## src/hdl/ksfc_pkg.sv

```systemverilog
// ksfc_pkg: shared types, constants and defaults for the kalman state feedback controller
// no dependencies; used by ksfc_mac, the top level and the bench
package ksfc_pkg;

  // parameter defaults
  localparam int DRIVE_LIMIT_DEF = 4095;
  localparam int FRAC_BITS_DEF   = 16;

  // plant matrices, signed Q2.30
  localparam logic signed [31:0] A11 = 32'sd1073527076;
  localparam logic signed [31:0] A12 = 32'sd10725607;
  localparam logic signed [31:0] A21 = -32'sd37677601;
  localparam logic signed [31:0] A22 = 32'sd1071379592;
  localparam logic signed [31:0] B1  = 32'sd17008;
  localparam logic signed [31:0] B2  = 32'sd122729;

  // configuration register indexes
  localparam logic [2:0] CFG_TARGET_ANGLE  = 3'd0;
  localparam logic [2:0] CFG_ANGLE_OFFSET  = 3'd1;
  localparam logic [2:0] CFG_GAIN_ANGLE    = 3'd2;
  localparam logic [2:0] CFG_GAIN_RATE     = 3'd3;
  localparam logic [2:0] CFG_GAIN_INTEGRAL = 3'd4;
  localparam logic [2:0] CFG_PROCESS_NOISE = 3'd5;
  localparam logic [2:0] CFG_MEAS_NOISE    = 3'd6;
  localparam logic [2:0] CFG_INTEG_LIMIT   = 3'd7;

  // control of one multiply-accumulate request
  typedef struct packed {
    logic vld;  // request present
    logic clr;  // start a new sum
    logic sub;  // subtract the term
    logic shf;  // shift the product right by the fraction bits
  } mac_req_t;

endpackage

```

## src/hdl/ksfc_mac.sv

```systemverilog
// ksfc_mac: shared signed multiply-accumulate unit, product and sum registered
// depends on ksfc_pkg (mac_req_t)
module ksfc_mac #(
  parameter int AW        = 32,
  parameter int FRAC_BITS = 16
) (
  input  logic                       clk,
  input  logic                       rst_n,
  input  ksfc_pkg::mac_req_t         req,
  input  logic signed [AW-1:0]       opa,
  input  logic signed [31:0]         opb,
  output logic signed [AW+33:0]      acc
);
  localparam int PW   = AW + 32;
  localparam int ACCW = AW + 34;

  logic signed [PW-1:0]   prod_r;
  ksfc_pkg::mac_req_t     flg_r;
  logic signed [ACCW-1:0] acc_r;
  logic signed [ACCW-1:0] acc_nxt;
  logic signed [ACCW-1:0] term;
  logic signed [ACCW-1:0] base;

  // multiply stage
  always_ff @(posedge clk) begin
    if (!rst_n) begin
      flg_r <= '0;
    end else begin
      flg_r <= req;
    end
    prod_r <= opa * opb;
  end

  // accumulate stage
  always_comb begin
    term    = flg_r.shf ? ACCW'(prod_r >>> FRAC_BITS) : ACCW'(prod_r);
    base    = flg_r.clr ? '0 : acc_r;
    acc_nxt = flg_r.sub ? (base - term) : (base + term);
  end

  always_ff @(posedge clk) begin
    if (flg_r.vld) begin
      acc_r <= acc_nxt;
    end
  end

  assign acc = acc_r;
endmodule

```

## config.mk

```make
export PLATFORM = sky130hd
export DESIGN_NAME = ksfc_mac
export DESIGN_NICKNAME = d
export VERILOG_FILES = /design/src/hdl/ksfc_pkg.sv /design/src/hdl/ksfc_mac.sv
export SDC_FILE = /design/constraint.sdc
export NUM_CORES = 2
export LEC_CHECK = 0
export ABC_AREA = 1
export BUFFER_PORTS_ARGS = -buffer_cell sky130_fd_sc_hd__clkbuf_2
export CORE_MARGIN = 2
export CORE_UTILIZATION = 40
export DETAILED_ROUTE_END_ITERATION = 8
export GPL_TIMING_DRIVEN = 0
export MAX_ROUTING_LAYER = met4
export SLEW_MARGIN = 20
export SYNTH_ARGS = -nofsm -noshare
export SYNTH_HDL_FRONTEND = slang
export SYNTH_SLANG_ARGS = --single-unit
```

## constraint.sdc

```tcl
create_clock -name clk -period 7.2 [get_ports clk]
set_input_delay 0 -clock clk [delete_from_list [all_inputs] [get_ports clk]]
set_output_delay 0 -clock clk [all_outputs]
set_load 0.02 [all_outputs]
```

==> impl_metrics.ini <==
[clock_tree]
path_clk_slew_ps = 70
clockBufferDepth = 2
cts_tree = done
clkLatencyLatePin_ps = 490
tritoncts.num_buffers = 17
h-tree-depth = 4
clock-sinks = 134
cts_root_buf = clkbuf_16

[final_layout]
nets = 8418
final_common_cell = inv_1
stdcell_area_sq_um = 54250
drive_above_1_share_pct = 5.378
area_delta_synth_final_pct = 7.752
mostFrequentLayoutCells = inv_1 (1923), nand2_1 (1857), fa_1 (1077)

[timing]
fin_crit_ps = 7125
final.period_utilization_pct = 98.96
slew_headroom_pct = 19.74
setup_viol = 0
tightest_slew_ps = 1204
clock.fmax_ghz = 0.1404
finalHoldViolCount = 0
finalClockSkew_ps = 18.44
maxSlewViolCount = 0

[detailed_routing]
wire_per_inst_um = 22.98
drc = 0
wirelength_mm = 199.5
drt_iter0_markers = 4453
ant_nets = 0
vias = 44650
detail_route.first_pass.iterations = 6
drt-vias-per-instance = 5.143

[critical_path]
start_kind = input port
crit_chain = clkbuf_2 -> clkdlybuf4s15_1 -> nand2_1 -> fa_1 -> inv_1 -> fa_1 -> fa_1 -> fa_1 -> fa_1 -> fa_1 -> fa_1 -> fa_1 -> ha_1 -> a21o_1 -> a21oi_1 -> a21boi_1 -> o21ai_1 -> a21oi_1 -> nand2_1 -> nand2_1 -> nand2_1
cp-end-kind = flop
crit_type = in -> reg
cp.required_ps = 7580
crit_fanout = 10
slowest_delay_ps = 740
cpMostUsedCell = fa_1
cp_slowest_cell = clkdlybuf4s15_1
arrival_ps = 7500

[outcome]
status = finished, final reports clean

[global_route]
globalRouteTotalUtil_pct = 32.65
grt_use_met2_pct = 48.99
grt.busiest_layer = met2
antenna_found_initial = 5
grt_overflow_total = 0
gr-usage-met3_pct = 5.406
grt_max_degree = 50
grt_pass1_wl_mm = 295.2
grt_util_met1_pct = 43.70
grt_pass1_vias = 45570

[synth]
synthFlopType = dfxtp_1
syn_inst = 6838
syn_avg_cell_area_sq_um = 7.362
synth_top_area_share_pct = 43.06
synth_area_leaders = fa_1 (43%), inv_1 (14%), nand2_1 (14%)
ys_seq_area_share_pct = 6.641
ys_warn_count = 0
async_flop_share_pct = 0
syn_area_sq_um = 50340
synth_seq_cells = 134
yosysUniqueCellTypes = 41
synth-edff-count = 66
syn-num-nets = 8241
synth_top_cell_by_area = fa_1

[placement]
dpl-instance-area_sq_um = 53150
hpwl_mm = 174.1
io_buffers = 135
place.gp.congestion = 1.046

[die]
ioPinCount = 136
initial_core_util_pct = 40.20
die_w_um = 358.8
fp.dieH_um = 358.8
dieArea_sq_um = 128700
core_area_sq_um = 125200
rows = 130

[hold_path]
hold_class = in -> reg

[job]
cap_violations = 0
cells in the mapped netlist, types with 30 or more instances:
cell      count
a21oi_1     166
clkbuf_1    201
dfxtp_1      68
edfxtp_1     66
fa_1       1083
ha_1        250
inv_1      1928
nand2_1    1858
nand3_1     153
nand4_1      34
nor2_1      502
nor3_1       30
o21ai_0     134
o21ai_1      38
o21bai_1     41
xor2_1      123
per-stage QoR:
step	hold WS (ps)	TNS (ps)	cells	util, %	setup WS [ps]
6_report	273.7	0	8683	43.31	75.17
3_3_place_gp	187.7	-30150	8623	42.38	-1451
5_1_grt	316.0	-19.87	8680	43.31	-19.87
3_5_place_dp	189.0	-29960	8625	42.44	-1464
2_1_floorplan	93.45	0	6838	-	515.9
4_1_cts	16.53	0	8669	43.10	9.313
worst max-delay path, delay by kind of cell:
| kind | cells | cell delay, ps |
|---|---|---|
| AOI/OAI and AO/OA | 5 | 1500 |
| adders and majority gates | 9 | 4620 |
| buffers and inverters | 3 | 990 |
| and+or+nand+nor | 4 | 370 |
state kept, by name (all words and copies together) (netlist names):
name,cells
prod_r,64
flg_r,4
acc,66
metal layers:
metal / up-vias / part of all wire (%)
met5: - / 0
met4: 0 / 5.4
met3: 392 / 9.3
met2: 2069 / 43
met1: 22290 / 42
li1: 19910 / -
what timing repair did:
| action | CTS | global route |
|---|---|---|
| hold endpoints to repair | 6 | 0 |
| resized for setup | 36 | 256 |
| hold buffers | 10 | 0 |
| pin swaps | 1 | 5 |
| buffers inserted | 3 | 11 |
| setup endpoints to repair | 19 | 36 |
area by class of cell:
cell class,instances,area [sq um]
sequential,134,3347
antenna,5,12.51
fill,13210,71000
tap,1650,2064
timing repair buffer,161,973.4
multi-input combinational,4542,38860
clock inverter,14,173.9
clock buffer,18,450.4
inverter,1939,7289
buffer,220,1079
path summary, 6_finish.rpt:
check	depth (start not counted)	slack [ps]	to	from
max	21	80	prod_r[62]$_DFF_P_	opb[27]
min	4	270	prod_r[1]$_DFF_P_	opb[0]
max reg2reg	24	2120	acc[62]$_DFFE_PP_	prod_r[63]$_DFF_P_
min reg2reg	0	620	acc[2]$_DFFE_PP_	flg_r[3]$_SDFF_PN0_
cells by family (layout without fill, tap and decap cells):
logic type / Yosys count / count (layout) / synth area share (%)
simple gates: 2647 / 2647 / 20.79
flops: 134 / 134 / 6.641
other cells: 0 / 5 / 0
compound gates: 420 / 420 / 4.568
xor+xnor: 142 / 142 / 2.470
fa+ha+maj: 1333 / 1333 / 49.28
buf+inv: 2162 / 2352 / 16.25
Power is left out: the tool's default activity adds up to more than one toggle a clock period on the data nets, which glitch-free logic cannot reach.
