File: config.mk
export PLATFORM = sky130hd
export DESIGN_NAME = ksfc_div
export DESIGN_NICKNAME = d
export VERILOG_FILES = /design/src/hdl/ksfc_div.sv
export SDC_FILE = /design/constraint.sdc
export NUM_CORES = 1
export LEC_CHECK = 0
export BUFFER_PORTS_ARGS = -buffer_cell sky130_fd_sc_hd__buf_2
export CAP_MARGIN = 25
export CORE_AREA = 10 10 154 156
export CTS_CLUSTER_SIZE = 40
export DETAILED_ROUTE_END_ITERATION = 10
export DIE_AREA = 0 0 164 166
export GPL_TIMING_DRIVEN = 0
export RECOVER_POWER = 100
export SLEW_MARGIN = 30
export SYNTH_ARGS = -nofsm -noshare
export SYNTH_HDL_FRONTEND = slang
export SYNTH_SLANG_ARGS = --single-unit
File: constraint.sdc
create_clock -name clk -period 4.7 [get_ports clk]
set_input_delay 0.47 -clock clk [delete_from_list [all_inputs] [get_ports clk]]
set_output_delay 0.47 -clock clk [all_outputs]
set_load 0.1 [all_outputs]
File: src/hdl/ksfc_div.sv
// ksfc_div: signed restoring divider, one quotient bit per cycle, truncates toward zero
// no dependencies
module ksfc_div #(
  parameter int NW = 48
) (
  input  logic                 clk,
  input  logic                 rst_n,
  input  logic                 start,
  input  logic signed [NW-1:0] num,
  input  logic signed [32:0]   den,
  output logic                 done,
  output logic signed [NW:0]   quo
);
  localparam int CW = $clog2(NW + 1);

  logic          busy_r;
  logic          done_r;
  logic [CW-1:0] cnt_r;
  logic [32:0]   rem_r;
  logic [32:0]   d_r;
  logic [NW-1:0] q_r;
  logic          neg_r;
  logic [33:0]   trial;
  logic [34:0]   diff;
  logic          ge;

  // trial subtract of one bit
  always_comb begin
    trial = {rem_r, q_r[NW-1]};
    diff  = {1'b0, trial} - {2'b00, d_r};
    ge    = !diff[34];
  end

  always_ff @(posedge clk) begin
    if (!rst_n) begin
      busy_r <= 1'b0;
      done_r <= 1'b0;
      cnt_r  <= '0;
    end else begin
      done_r <= 1'b0;
      if (start) begin
        busy_r <= 1'b1;
        cnt_r  <= CW'(NW);
      end else if (busy_r) begin
        cnt_r <= cnt_r - 1'b1;
        if (cnt_r == CW'(1)) begin
          busy_r <= 1'b0;
          done_r <= 1'b1;
        end
      end
    end
  end

  // operand magnitudes and quotient shift
  always_ff @(posedge clk) begin
    if (start) begin
      q_r   <= num[NW-1] ? NW'(-num) : NW'(num);
      d_r   <= den[32] ? 33'(-den) : 33'(den);
      rem_r <= '0;
      neg_r <= num[NW-1] ^ den[32];
    end else if (busy_r) begin
      rem_r <= ge ? diff[32:0] : trial[32:0];
      q_r   <= {q_r[NW-2:0], ge};
    end
  end

  assign done = done_r;
  assign quo  = neg_r ? -$signed({1'b0, q_r}) : $signed({1'b0, q_r});
endmodule

==> qor.csv <==
stage,metric,value,unit
cells_and_area,fin_cells,1496,
timing,fmax,0.221,GHz
cells_and_area,layout-drive-gt1-share,12.9,%
power,p_leak,0.00408,uW
cells_and_area,mostFrequentLayoutCells,"102 x nor2_1, 99 x nand2_1, 97 x xnor2_1",
worst_setup_path,cpMostUsedCell,or4_1,
worst_setup_path,path_buf_inv,1,
clock_tree,clockBufferDepth,2,
power,ir_worst_vdd,265,uV
global_route,grt_pass1_wl,42.1,mm
clock_tree,cts_made_buffers,17,
synth,async_flop_share,0,%
worst_setup_path,crit_path_cell_trace,or4_1 -> or4_1 -> or2_1 -> or3_1 -> or2_0 -> or4_4 -> o31ai_4 -> xnor2_1 -> buf_2,
cells_and_area,final_nets,1331,
die,coreArea,20700,um2
cells_and_area,area.sequential,3280,um2
cells_and_area,multi_input_area,5490,um2
synth,synth_edf_count,82,
outcome,violations,"capacitance limit, slew limit",
timing,hold_slack,0.311,ns
synth,avgSynthCellArea,8.66,um2
synth,ys_types,70,
cells_and_area,fillers,2041,
placed_design,dpl.hpwl,20.9,mm
worst_setup_path,crit_start,q_r[13]$_DFFE_PP_,
min_path,hold_end,busy_r$_SDFF_PN0_,
worst_setup_path,cpPeakStageDelay,0.57,ns
die,fp-row-count,53,
timing,setup_viol,0,
route,drt-initial-drc-count,483,
cells_and_area,finish.utilization,51.7,%
clock_tree,cts_tree,done,
synth,synthCells,1058,
outcome,status,"finished, violations left",
global_route,grt_max_degree,49,
synth,yosys_most_used_dff,edfxtp_1,
route,drt-pass1-iter-count,5,
clock_tree,cts-root-buf,clkbuf_16,
timing,worst_pin_slew,2.00,ns
timing,slew_headroom,-33.5,%
route,viasPerCell,5.63,
worst_setup_path,worst_setup_path_end_kind,primary output,
worst_setup_path,regToRegSetupSlack,0.40,ns
synth,ys_seq_elements,123,
worst_setup_path,worst_path_max_delay_cell,or4_1,
route,postRouteAntennaNets,0,
route,avgRoutedWirePerCell,17.9,um
placed_design,place_inst,1464,
clock_tree,post_cts_buffers,0,
worst_setup_path,crit_family,simple AND/OR/NAND/NOR gates,
power,p_per_area,395,nW/um2
route,vias,8427,
min_path,holdPathStages,2,
route,totalWireLength,26.7,mm
min_path,worstHoldStart,rst_n,
synth,ys_seq_area_share,35.8,%
die,initial_core_util,44.3,%
die,io_pins,134,
min_path,hold_path_class,in2reg,
clock_tree,path_clk_slew,0.06,ns
timing,tns,0,ns
timing,fin_crit_sh,96.2,%
timing,rsz0062_at_grt,false,
clock_tree,htree_levels,4,
worst_setup_path,criticalPathCategory,reg2out,
timing,finalClockSkew,0.0118,ns
route,drc,0,
worst_setup_path,crit_required,4.23,ns
die,die_x,164,um
worst_setup_path,crit-reg2reg-capture,rem_r[23]$_SDFFE_PP0P_,
timing,maxSlewViolCount,38,
synth,ys.warnings.count,0,
worst_setup_path,arrival,4.05,ns
flow_run,maxCapViolCount,1,
die,dieArea,27200,um2
global_route,grt_pass1_vias,8168,
die,die_h,166,um
global_route,antenna_found_initial,0,
worst_setup_path,cp-start-kind,flip-flop,
placed_design,port_buffers,131,
synth,syn-num-nets,1181,
cells_and_area,final_common_cell,nor2_1,
worst_setup_path,rr_worst_depth,15,
clock_tree,clock-sinks,123,
timing,period_needed,4.52,ns
timing,hold_viol,0,
placed_design,gp_congestion,0.870,
global_route,globalRouteTotalUtil,19.0,%
worst_setup_path,r2r_start,q_r[47]$_DFFE_PP_,
synth,syn_area,9170,um2
cells_and_area,synthToLayoutAreaGrowth,16.8,%
cells_and_area,num_antenna_cells,0,
global_route,grt-ovfl-total,0,
worst_setup_path,worstPathMaxFanout,5,
clock_tree,clkLatencyLatePin,0.42,ns
[worst register-to-register path: stages (launching register included)]
cell      delay (ns)
edfxtp_1        0.48
inv_1           0.10
ha_1            0.18
inv_1           0.06
fa_1            0.40
a21o_1          0.20
a221oi_2        0.43
o32ai_1         0.27
o211ai_1        0.37
and2_0          0.17
clkbuf_1        0.24
o211a_1         0.29
buf_2           0.28
clkbuf_1        0.45
a32oi_1         0.18
o31ai_1         0.10
[area by class of cell]
cell class,count,area share [%]
plain buffers,44,1.59
inverters,59,2.07
repair buffers,131,5.82
clock buffers,21,4.50
clock inverters,11,0.853
well taps,275,3.21
multi-input cells,832,51.3
flip-flops and latches,123,30.7
[Yosys cell counts, drive strengths merged, types with 15 or more instances]
| cell | number | share of area, % |
|---|---|---|
| a21oi | 75 | 4.1 |
| a311oi | 18 | 1.7 |
| clkbuf | 38 | 1.6 |
| dfxtp | 41 | 9.0 |
| edfxtp | 82 | 27 |
| ha | 38 | 5.2 |
| inv | 59 | 2.4 |
| nand2 | 99 | 4.1 |
| nand3 | 36 | 2.0 |
| nor2 | 102 | 4.2 |
| nor3 | 17 | 0.93 |
| nor4 | 17 | 1.2 |
| o21ai | 55 | 3.0 |
| o31ai | 39 | 3.3 |
| o41ai | 15 | 1.4 |
| or4 | 20 | 1.7 |
| xnor2 | 97 | 9.3 |
| xor2 | 53 | 5.1 |
[logic make-up after synthesis]
logic type / synth area share (%)
AO/OA/AOI/OAI: 19.8
XOR/XNOR: 14.3
adder cells (fa/ha/maj): 5.41
buffers and inverters: 4.27
flip-flops: 35.8
multiplexers: 1.05
AND/OR/NAND/NOR: 19.4
[worst max-delay path by stage]
stage / to / cells after the start
final: quo[30] / 9
after global placement: rem_r[29]$_SDFFE_PP0P_ / 15
after detailed placement: rem_r[29]$_SDFFE_PP0P_ / 15
after CTS: quo[41] / 9
after global routing: quo[43] / 9
after floorplan: quo[30] / 8
[power breakdown]
group / internal, uW / switching [uW] / leakage (uW)
sequential: 1280 / 93.8 / 0.00114
clock: 782 / 491 / 0.000284
combinational: 382 / 1200 / 0.00266
total: 2450 / 1780 / 0.00408
[registers in the layout (all words and copies together) (netlist names)]
register / count
q_r: 48
d_r: 33
rem_r: 33
cnt_r: 6
busy_r: 1
done: 1
neg_r: 1
[metrics by stage]
step / setup slack [ns] / total power [uW] / cell area (um2)
finish: 0.178 / 4230 / 10700
global route: 0.000224 / 4420 / 10700
CTS: 0.126 / 4250 / 10700
detailed placement: 0.247 / 2980 / 10200
global placement: 0.270 / 2970 / 10200
floorplan: 0.524 / 2640 / 9170
[metal layers]
| layer | GRT usage, % | vias to the layer above | part of all wire [%] |
|---|---|---|---|
| met2 | 31.0 | 245 | 47 |
| met3 | 3.74 | 30 | 6.0 |
| met1 | 24.9 | 3961 | 46 |
| met5 | 0 | - | 0 |
| met4 | 5.52 | 0 | 1.7 |
| li1 | - | 4191 | - |
[timing repair]
item                       in CTS  in global routing
setup endpoints to repair       0                 10
hold buffers                    0                  0
gates resized for setup         0                  2
(Power assumes the default switching activity.)
